**src/design/sida_pkg.sv**
```systemverilog
// shared constants and types for the signed integer to decimal text block
package sida_pkg;

  localparam int VALW   = 32;               // input word width
  localparam int NDIG   = 10;               // decimal digits of a 32-bit magnitude
  localparam int DIGW   = 4;                // one bcd digit
  localparam int IDXW   = $clog2(NDIG);     // digit index
  localparam int CNTW   = $clog2(VALW);     // conversion step counter
  localparam int CHARW  = 8;
  localparam int QDEPTH = 2;                // front to back queue depth
  localparam int QAW    = $clog2(QDEPTH);
  localparam int QCW    = $clog2(QDEPTH + 1);

  localparam logic [CHARW-1:0] ASCII_MINUS = 8'h2D;
  localparam logic [CHARW-1:0] ASCII_ZERO  = 8'h30;
  localparam logic [CHARW-1:0] ASCII_NINE  = 8'h39;

  // one classified word: sign and unsigned magnitude
  typedef struct packed {
    logic            neg;
    logic [VALW-1:0] mag;
  } job_t;

  typedef logic [NDIG-1:0][DIGW-1:0] bcd_t;

endpackage

```
**src/design/sida_front.sv**
```systemverilog
// input side: sign split, magnitude and a short queue toward the converter
module sida_front (
  input  logic                        clk_i,
  input  logic                        rst_ni,
  input  logic                        push,
  output logic                        full,
  input  logic signed [sida_pkg::VALW-1:0] value_i,
  output logic                        job_valid_o,
  input  logic                        job_ready_i,
  output sida_pkg::job_t              job_o
);
  import sida_pkg::*;

  job_t           mem_q [QDEPTH];
  logic [QAW-1:0] wr_ptr_q, wr_ptr_d;
  logic [QAW-1:0] rd_ptr_q, rd_ptr_d;
  logic [QCW-1:0] cnt_q, cnt_d;
  logic           wr_en, rd_en;
  job_t           new_job;
  logic [VALW-1:0] raw;

  assign raw          = $unsigned(value_i);
  assign new_job.neg  = raw[VALW-1];
  assign new_job.mag  = raw[VALW-1] ? (VALW'(0) - raw) : raw;

  assign full        = (cnt_q == QCW'(QDEPTH));
  assign job_valid_o = (cnt_q != '0);
  assign job_o       = mem_q[rd_ptr_q];
  assign wr_en       = push && !full;
  assign rd_en       = job_valid_o && job_ready_i;

  always_comb begin
    wr_ptr_d = wr_ptr_q;
    rd_ptr_d = rd_ptr_q;
    cnt_d    = cnt_q;
    if (wr_en) begin
      wr_ptr_d = (wr_ptr_q == QAW'(QDEPTH - 1)) ? '0 : wr_ptr_q + 1'b1;
    end
    if (rd_en) begin
      rd_ptr_d = (rd_ptr_q == QAW'(QDEPTH - 1)) ? '0 : rd_ptr_q + 1'b1;
    end
    if (wr_en && !rd_en) begin
      cnt_d = cnt_q + 1'b1;
    end else if (!wr_en && rd_en) begin
      cnt_d = cnt_q - 1'b1;
    end
  end

  always_ff @(posedge clk_i or negedge rst_ni) begin
    if (!rst_ni) begin
      wr_ptr_q <= '0;
      rd_ptr_q <= '0;
      cnt_q    <= '0;
    end else begin
      wr_ptr_q <= wr_ptr_d;
      rd_ptr_q <= rd_ptr_d;
      cnt_q    <= cnt_d;
    end
  end

  always_ff @(posedge clk_i) begin
    if (wr_en) begin
      mem_q[wr_ptr_q] <= new_job;
    end
  end

endmodule

```
**src/design/sida_back.sv**
```systemverilog
// output side: shift-and-add-3 conversion, then one character per cycle while the output is free
module sida_back (
  input  logic                          clk_i,
  input  logic                          rst_ni,
  input  logic                          job_valid_i,
  output logic                          job_ready_o,
  input  sida_pkg::job_t                job_i,
  output logic                          empty,
  input  logic                          pop,
  output logic [sida_pkg::CHARW-1:0]    char_code_o,
  output logic                          last_o
);
  import sida_pkg::*;

  localparam logic [1:0] ST_IDLE = 2'd0;
  localparam logic [1:0] ST_CONV = 2'd1;
  localparam logic [1:0] ST_LEAD = 2'd2;
  localparam logic [1:0] ST_EMIT = 2'd3;

  logic [1:0]       state_q, state_d;
  logic [CNTW-1:0]  step_q, step_d;
  logic [VALW-1:0]  bin_q, bin_d;
  bcd_t             bcd_q, bcd_d;
  logic             neg_q, neg_d;
  logic [IDXW-1:0]  idx_q, idx_d;
  logic             oval_q, oval_d;
  logic [CHARW-1:0] och_q, och_d;
  logic             olast_q, olast_d;

  bcd_t             adj;
  logic [NDIG*DIGW-1:0] adj_flat;
  logic [IDXW-1:0]  msd;
  logic             out_free;
  logic             emit;

  // add 3 to every digit of five or more before the shift
  always_comb begin
    for (int i = 0; i < NDIG; i++) begin
      adj[i] = (bcd_q[i] >= DIGW'(5)) ? bcd_q[i] + DIGW'(3) : bcd_q[i];
    end
  end
  assign adj_flat = adj;

  // most significant nonzero digit, zero when all digits are zero
  always_comb begin
    msd = '0;
    for (int i = 0; i < NDIG; i++) begin
      if (bcd_q[i] != '0) begin
        msd = IDXW'(i);
      end
    end
  end

  assign out_free    = !oval_q || pop;
  assign job_ready_o = (state_q == ST_IDLE);
  assign emit        = (state_q == ST_EMIT) && out_free;

  always_comb begin
    state_d = state_q;
    step_d  = step_q;
    bin_d   = bin_q;
    bcd_d   = bcd_q;
    neg_d   = neg_q;
    idx_d   = idx_q;
    oval_d  = oval_q && !pop;
    och_d   = och_q;
    olast_d = olast_q;
    case (state_q)
      ST_IDLE: begin
        if (job_valid_i) begin
          bin_d   = job_i.mag;
          neg_d   = job_i.neg;
          bcd_d   = '0;
          step_d  = '0;
          state_d = ST_CONV;
        end
      end
      ST_CONV: begin
        bcd_d  = {adj_flat[NDIG*DIGW-2:0], bin_q[VALW-1]};
        bin_d  = {bin_q[VALW-2:0], 1'b0};
        step_d = step_q + 1'b1;
        if (step_q == CNTW'(VALW - 1)) begin
          state_d = ST_LEAD;
        end
      end
      ST_LEAD: begin
        idx_d   = msd;
        state_d = ST_EMIT;
      end
      ST_EMIT: begin
        if (emit) begin
          oval_d = 1'b1;
          if (neg_q) begin
            och_d   = ASCII_MINUS;
            olast_d = 1'b0;
            neg_d   = 1'b0;
          end else begin
            och_d   = ASCII_ZERO + {{(CHARW-DIGW){1'b0}}, bcd_q[idx_q]};
            olast_d = (idx_q == '0);
            if (idx_q == '0) begin
              state_d = ST_IDLE;
            end else begin
              idx_d = idx_q - 1'b1;
            end
          end
        end
      end
      default: begin
        state_d = ST_IDLE;
      end
    endcase
  end

  always_ff @(posedge clk_i or negedge rst_ni) begin
    if (!rst_ni) begin
      state_q <= ST_IDLE;
      oval_q  <= 1'b0;
    end else begin
      state_q <= state_d;
      oval_q  <= oval_d;
    end
  end

  always_ff @(posedge clk_i) begin
    step_q  <= step_d;
    bin_q   <= bin_d;
    bcd_q   <= bcd_d;
    neg_q   <= neg_d;
    idx_q   <= idx_d;
    och_q   <= och_d;
    olast_q <= olast_d;
  end

  assign empty       = !oval_q;
  assign char_code_o = och_q;
  assign last_o      = olast_q;

endmodule

```
**src/design/signed_int_to_decimal_ascii_top.sv**
```systemverilog
// top level of the signed 32-bit integer to decimal ascii text block
// Each word pushed is a 32-bit two's complement integer; the block pops out
// its decimal text one ascii character per pop, most significant digit
// first, with a leading '-' for negative values, no leading zeros, a single
// '0' for zero, and last set on the final character. The most negative value
// prints as "-2147483648" like any other. In the converter a word is loaded,
// runs through 32 shift-and-add-3 steps over the magnitude bits, has its
// leading digit located, and then gives out its characters (up to 11) one
// at a time, all in the single iterative bcd converter. A finished character
// still waiting to be popped stalls the character output. A two-entry queue
// in front lets new words be pushed while a number is being converted, and
// an output register lets the converter run while a character waits to be
// popped. No clearing pass after reset.
module signed_int_to_decimal_ascii_top (
  input  logic                              clk_i,
  input  logic                              rst_ni,
  // input queue side
  input  logic                              push,
  output logic                              full,
  input  logic signed [sida_pkg::VALW-1:0]  value_i,
  // result queue side
  output logic                              empty,
  input  logic                              pop,
  output logic [sida_pkg::CHARW-1:0]        char_code_o,
  output logic                              last_o
);
  import sida_pkg::*;

  // classified word handed from front to back
  job_t job;
  logic job_valid;
  logic job_ready;

  // front: sign split, magnitude, queue
  sida_front u_front (
    .clk_i       (clk_i),
    .rst_ni      (rst_ni),
    .push        (push),
    .full        (full),
    .value_i     (value_i),
    .job_valid_o (job_valid),
    .job_ready_i (job_ready),
    .job_o       (job)
  );

  // back: bcd conversion and character output register
  sida_back u_back (
    .clk_i       (clk_i),
    .rst_ni      (rst_ni),
    .job_valid_i (job_valid),
    .job_ready_o (job_ready),
    .job_i       (job),
    .empty       (empty),
    .pop         (pop),
    .char_code_o (char_code_o),
    .last_o      (last_o)
  );

endmodule

```
**config.mk**
```make
export PLATFORM = sky130hd
export DESIGN_NAME = signed_int_to_decimal_ascii_top
export DESIGN_NICKNAME = d
export VERILOG_FILES = /design/src/design/sida_pkg.sv /design/src/design/sida_front.sv /design/src/design/sida_back.sv /design/src/design/signed_int_to_decimal_ascii_top.sv
export SDC_FILE = /design/constraint.sdc
export NUM_CORES = 1
export LEC_CHECK = 0
export BUFFER_PORTS_ARGS = -buffer_cell sky130_fd_sc_hd__buf_2
export CAP_MARGIN = 0
export CORE_UTILIZATION = 35
export CTS_BUF_LIST = sky130_fd_sc_hd__clkbuf_4 sky130_fd_sc_hd__clkbuf_8
export DETAILED_ROUTE_END_ITERATION = 10
export GPL_ROUTABILITY_DRIVEN = 1
export SLEW_MARGIN = 0
export SYNTH_ARGS = -nofsm -noshare
export SYNTH_HDL_FRONTEND = slang
export SYNTH_SLANG_ARGS = --single-unit
```
**constraint.sdc**
```tcl
create_clock -name clk_i -period 6.65 [get_ports clk_i]
set_input_delay 0.9975 -clock clk_i [delete_from_list [all_inputs] [get_ports clk_i]]
set_output_delay 0.9975 -clock clk_i [all_outputs]
set_load 0.02 [all_outputs]
```
### Word-level counts from Yosys, hierarchy flattened

Memory sizes are Yosys's and may differ from the RTL's.
Cells that the tools add are included.

* add/sub/neg operators: 18
* reductions and logical operators: 33
* eq/ne operators: 11
* $lt $le $gt $ge: 11
* muxes and demuxes: 49

Operators by type and width (count)
* case mux 40 bit (2 select lines): 1
* two-way mux 32 bit: 2
* case mux 32 bit (2 select lines): 1
* two-way mux 4 bit: 15
* >= comparator 4 x 3 -> 1 bit, second input constant: 10
* two-way mux 40 bit: 1
* adder 4 x 2 -> 4 bit, second input constant: 9
* nonzero test 4 bit: 9
* subtractor 1 x 32 -> 32 bit, first input constant: 1
* two-way mux 2 bit: 9
* binary-select mux 4 bit (select 4 bit): 1
* two-way mux 3 bit: 5
* case mux 5 bit (2 select lines): 1
* nonzero test 2 bit: 5
* two-way mux 1 bit: 9
* case mux 2 bit (4 select lines): 1
* case mux 4 bit (2 select lines): 1
* adder 6 x 4 -> 7 bit, first input constant: 1
* equality test 2 bit, second input constant: 3
* logical AND 1 bit: 6
* != test 2 x 1 -> 1 bit, second input constant: 3
* != test 2 bit, second input constant: 3
* adder 5 x 1 -> 5 bit, second input constant: 1
* equality test 5 bit, second input constant: 1
* other kinds (17): 23

* output and inout bits: 11
* bits in writable memories: 66
* word-level logic and storage cells: 144
* memories: 1
* flip-flop bits (word level): 98
* input port bits: 36

Memory list
* u_front.mem_q: words 2, bits a word 33, read ports 1, clocked after memory_dff 0, write ports 1, RTL line sida_front.sv:14 `job_t mem_q [QDEPTH];`

### Longest topological paths before layout

* depth after elaboration: 11
* mapped depth: 8
* mapped depth without buffers: 7

### Modules after synthesis

A second synthesis with hierarchy kept.

* cells, all modules: 634
* area, all modules: 8548.2 µm²

Modules (own cells, without submodules)
* sida_back: area an instance 5176.2 µm², sequential area each 2717.6 µm², instances 1, cells an instance 412
* sida_front: area an instance 3372.0 µm², sequential area each 2082.0 µm², instances 1, cells an instance 222

### Worst setup path after synthesis

No wires, ideal clock.

* path kind: flip-flop to flip-flop
* from: register u_back.state_q[1]
* to: register u_back.bcd_q[0] (netlist name), enable pin
* path slack: 1.687 ns
* required time: 6.138 ns
* period minus slack after synthesis: 4.963 ns
* arrival: 4.451 ns
* library setup time: 0.512 ns
* stages on the path, launching flop included: 7
* path buffers: 2
* path through: dfrtp_1 inv_1 ha_1 clkbuf_1 clkbuf_1 nor2_1 nor2_1

* longest elaborated chain between the ends: 3
* elaborated cells between the ends (all ways): 5
* those cells by class: eq/ne: 2; reduce/logical: 3

RTL lines
* start: declaration: RTL line sida_back.sv:20 `logic [1:0] state_q, state_d;`
* start signal: assignment: RTL line sida_back.sv:119 `state_q <= state_d;`
* logical NOT 2 bit or equality test 2 x 1 -> 1 bit (tied branches): RTL line sida_back.sv:68 `case (state_q)`
* != test 2 x 1 -> 1 bit (no line) or nonzero test 2 bit (tied branches)
* AND reduction 2 bit (no line) (*)
* end signal: assignment: RTL line sida_back.sv:127 `bcd_q <= bcd_d;`
* end: declaration: RTL line sida_back.sv:23 `bcd_t bcd_q, bcd_d;`

Mark *: on every way between the ends. The rest lies on a longest branch, timed or not.
A chain may end at the register's enable or synchronous reset.

### Worst setup path after layout

* from: register u_back.state_q[1]
* to: register u_back.bcd_q[23] (netlist name), enable pin

Same word-level chain as after synthesis.

==> flow_metrics.py <==
metrics = {
    "run_status": {
        "status": "completed",
    },
    "placement": {
        "io_buffer_count": 43,
        "place_hpwl_mm": 9.89,
        "finalWeightedCongestion": 0.776,
    },
    "sta": {
        "slew_violations": 0,
        "rsz0062_at_grt": "false",
        "hold_ws_ns": 0.373,
        "final_hold_viol_count": 0,
        "post-route-period-util_pct": 51.1,
        "setup_viol": 0,
        "maxSlewHeadroom_pct": 31.9,
        "tightest_slew_ns": 1.02,
        "tns_ns": 0,
        "fmax_mhz": 294,
        "layout_min_cycle_time_ns": 3.40,
        "finClkSkew_ns": 0.0178,
    },
    "detailed_routing": {
        "drtAntennaViolNets": 0,
        "wl_per_cell_um": 14.3,
        "drtIter0Drc": 348,
        "vias_per_cell": 4.79,
        "first_pass_iters": 4,
        "drc": 0,
        "num_vias": 4967,
        "drt-total-wl_mm": 14.8,
    },
    "cells_and_area": {
        "final_cell_mix": "154 x edfxtp_1, 76 x nand2_1, 53 x o21ai_0",
        "syn2layout_area_growth_pct": 11.2,
        "antenna_cells": 0,
        "final.fill_count": 2299,
        "nets": 771,
        "final_common_cell": "edfxtp_1",
        "final_layout_size_suffix_gt1_share_pct": 15.8,
    },
    "logic_synthesis": {
        "synth_cell_types": 54,
        "syn_avg_cell_area_um2": 12.6,
        "ys.warnings.count": 0,
        "synthesis.area_um2": 8350,
        "syn_inst": 663,
        "ys.flop_type": "edfxtp_1",
        "synth_edf_count": 154,
        "ys_seq_area_share_pct": 57.5,
        "synth-seq-cells": 161,
        "synthArstFlopShare_pct": 4.35,
    },
    "worst_hold_path": {
        "hold_path.class": "input pin to async pin",
    },
    "floorplanning": {
        "core_area_um2": 23400,
        "start_util_pct": 35.7,
        "die-width_um": 156,
        "placementRows": 56,
        "die_h_um": 156,
        "die_area_um2": 24500,
        "ios": 47,
    },
    "cts": {
        "clock_sinks": 161,
        "clk_latency_ns": 0.45,
        "clock_path_buffers": 2,
        "cts_resized": 0,
        "cts_tree": "built",
        "h-tree-depth": 4,
        "cts_setup_buffers": 0,
        "ctsHoldBuffers": 0,
        "root_buffer": "clkbuf_8",
        "cts.clk_slew.worst_paths_ns": 0.09,
        "cts_made_buffers": 17,
    },
    "worst_setup_path": {
        "startpoint_type": "register",
        "cp_max_fo": 110,
        "critPathRequiredTime_ns": 6.73,
        "crit_type": "register to register",
        "arrival_ns": 3.47,
        "reg2reg_slack_ns": 3.25,
        "worstRegToRegCells": 6,
        "end_kind": "register",
    },
    "power_and_ir_drop": {
        "vdd_ir_drop_max_uv": 194,
        "cellPowerDensity_nw_per_um2": 465,
        "p_leak_nw": 3.49,
    },
    "global_route": {
        "gr-usage-all-layers_pct": 13.0,
        "grt_pass1_vias": 4784,
        "overflow": 0,
        "antenna_found_initial": 0,
        "grt_pass1_wl_mm": 24.6,
        "grt_start_max_net_pins": 111,
    },
    "job": {
        "maxCapViolCount": 0,
    },
}
## cells in the mapped netlist, drive strengths merged (2+ instances only)
cell type | instances | area share, %
edfxtp | 154 | 55
nand2 | 78 | 3.6
o21ai | 53 | 3.2
xnor2 | 49 | 5.1
mux2i | 37 | 4.4
inv | 34 | 1.5
ha | 30 | 4.5
nor2 | 29 | 1.3
clkbuf | 17 | 0.76
and2 | 15 | 1.1
nand2b | 15 | 1.1
a21oi | 13 | 0.78
a21boi | 10 | 0.90
a21o | 10 | 0.90
and3 | 10 | 0.75
o211a | 10 | 1.2
o41ai | 10 | 1.8
buf | 9 | 0.61
mux4 | 8 | 2.2
nor3b | 8 | 0.78
dfrtp | 7 | 2.1
nand3 | 7 | 0.42
xor2 | 7 | 0.73
nor4 | 5 | 0.99
o31ai | 5 | 0.57
nor3 | 4 | 0.24
mux2 | 3 | 0.40
nor4b | 3 | 0.39
or4 | 3 | 0.27
a22o | 2 | 0.21
a31oi | 2 | 0.15
conb | 2 | 0.090
nand4 | 2 | 0.33
nor2b | 2 | 0.15
or3 | 2 | 0.15
## path summary, 6_finish.rpt
check                                   end              start
max                        u_back.bcd_q[23]  u_back.state_q[1]
min                        u_front.wr_ptr_q             rst_ni
max reg2reg                u_back.bcd_q[23]  u_back.state_q[1]
min reg2reg                u_front.wr_ptr_q   u_front.wr_ptr_q
max in group asynchronous  u_front.rd_ptr_q             rst_ni
min in group clk_i         u_front.wr_ptr_q   u_front.wr_ptr_q
## report_power, final
group          switching (mW)  internal, mW
Sequential              0.298          1.74
Clock                   0.395         0.308
Combinational           0.921         0.659
Total                    1.61          2.70
## state kept, by name, summed over array words and instances (netlist names)
| name | count |
|---|---|
| u_front.rd_ptr_q | 1 |
| u_back.last_o | 1 |
| u_back.idx_q | 4 |
| u_back.char_code_o | 5 |
| u_front.mem_q | 66 |
| u_back.step_q | 5 |
| u_back.oval_q | 1 |
| u_front.cnt_q | 2 |
| u_back.neg_q | 1 |
| u_back.bin_q | 32 |
| u_back.bcd_q | 40 |
| u_front.wr_ptr_q | 1 |
| u_back.state_q | 2 |
## worst max-delay path: stages (launching register included)
cell     delay [ns]
dfrtp_1        0.42
inv_1          0.11
ha_2           0.17
buf_4          0.70
nor2_1         0.16
nor2_4         0.81
buf_4          0.62
## metrics by stage
stage | setup WS, ns | area (um^2) | util, % | total power [mW] | instances
finish | 3.25 | 9280 | 39.7 | 4.32 | 1036
detailed placement | 3.15 | 8900 | 38.0 | 3.67 | 1005
floorplan | 1.69 | 8350 | - | 3.25 | 664
global route | 2.87 | 9280 | 39.7 | 4.67 | 1036
CTS | 3.12 | 9280 | 39.7 | 4.38 | 1036
global placement | 3.19 | 8900 | 38.0 | 3.64 | 1005
## logic make-up after synthesis
| kind of cell | after synthesis | share of synthesized area, % |
|---|---|---|
| xor gates and xnor gates | 56 | 5.88 |
| muxes | 48 | 7.00 |
| buffers and inverters | 60 | 2.91 |
| DFF | 161 | 57.5 |
| and+or+nand+nor | 186 | 11.9 |
| other | 2 | 0.0900 |
| adders and majority gates | 30 | 4.50 |
| AOI/OAI and AO/OA | 120 | 10.2 |
## routing by layer
metal  wire (um)  part of all wire, %  vias up  global-route usage (%)
met4          36                 0.24        0                    3.22
met3         465                  3.1        2                    2.99
li1            -                    -     2497                       -
met1        7390                   50     2398                    18.4
met2        6950                   47       70                    20.1
met5           0                    0        -                       0
## final cells by class
cell class	instances	area (um^2)	share of cell area, %
clock inverter	14	148	1.59
multi-input combinational	443	3320	35.8
sequential	161	4800	51.7
timing repair buffer	48	253	2.72
tap	319	399	4.30
inverter	34	128	1.37
clock buffer	17	234	2.52
Power figures use the tool's default switching activity.
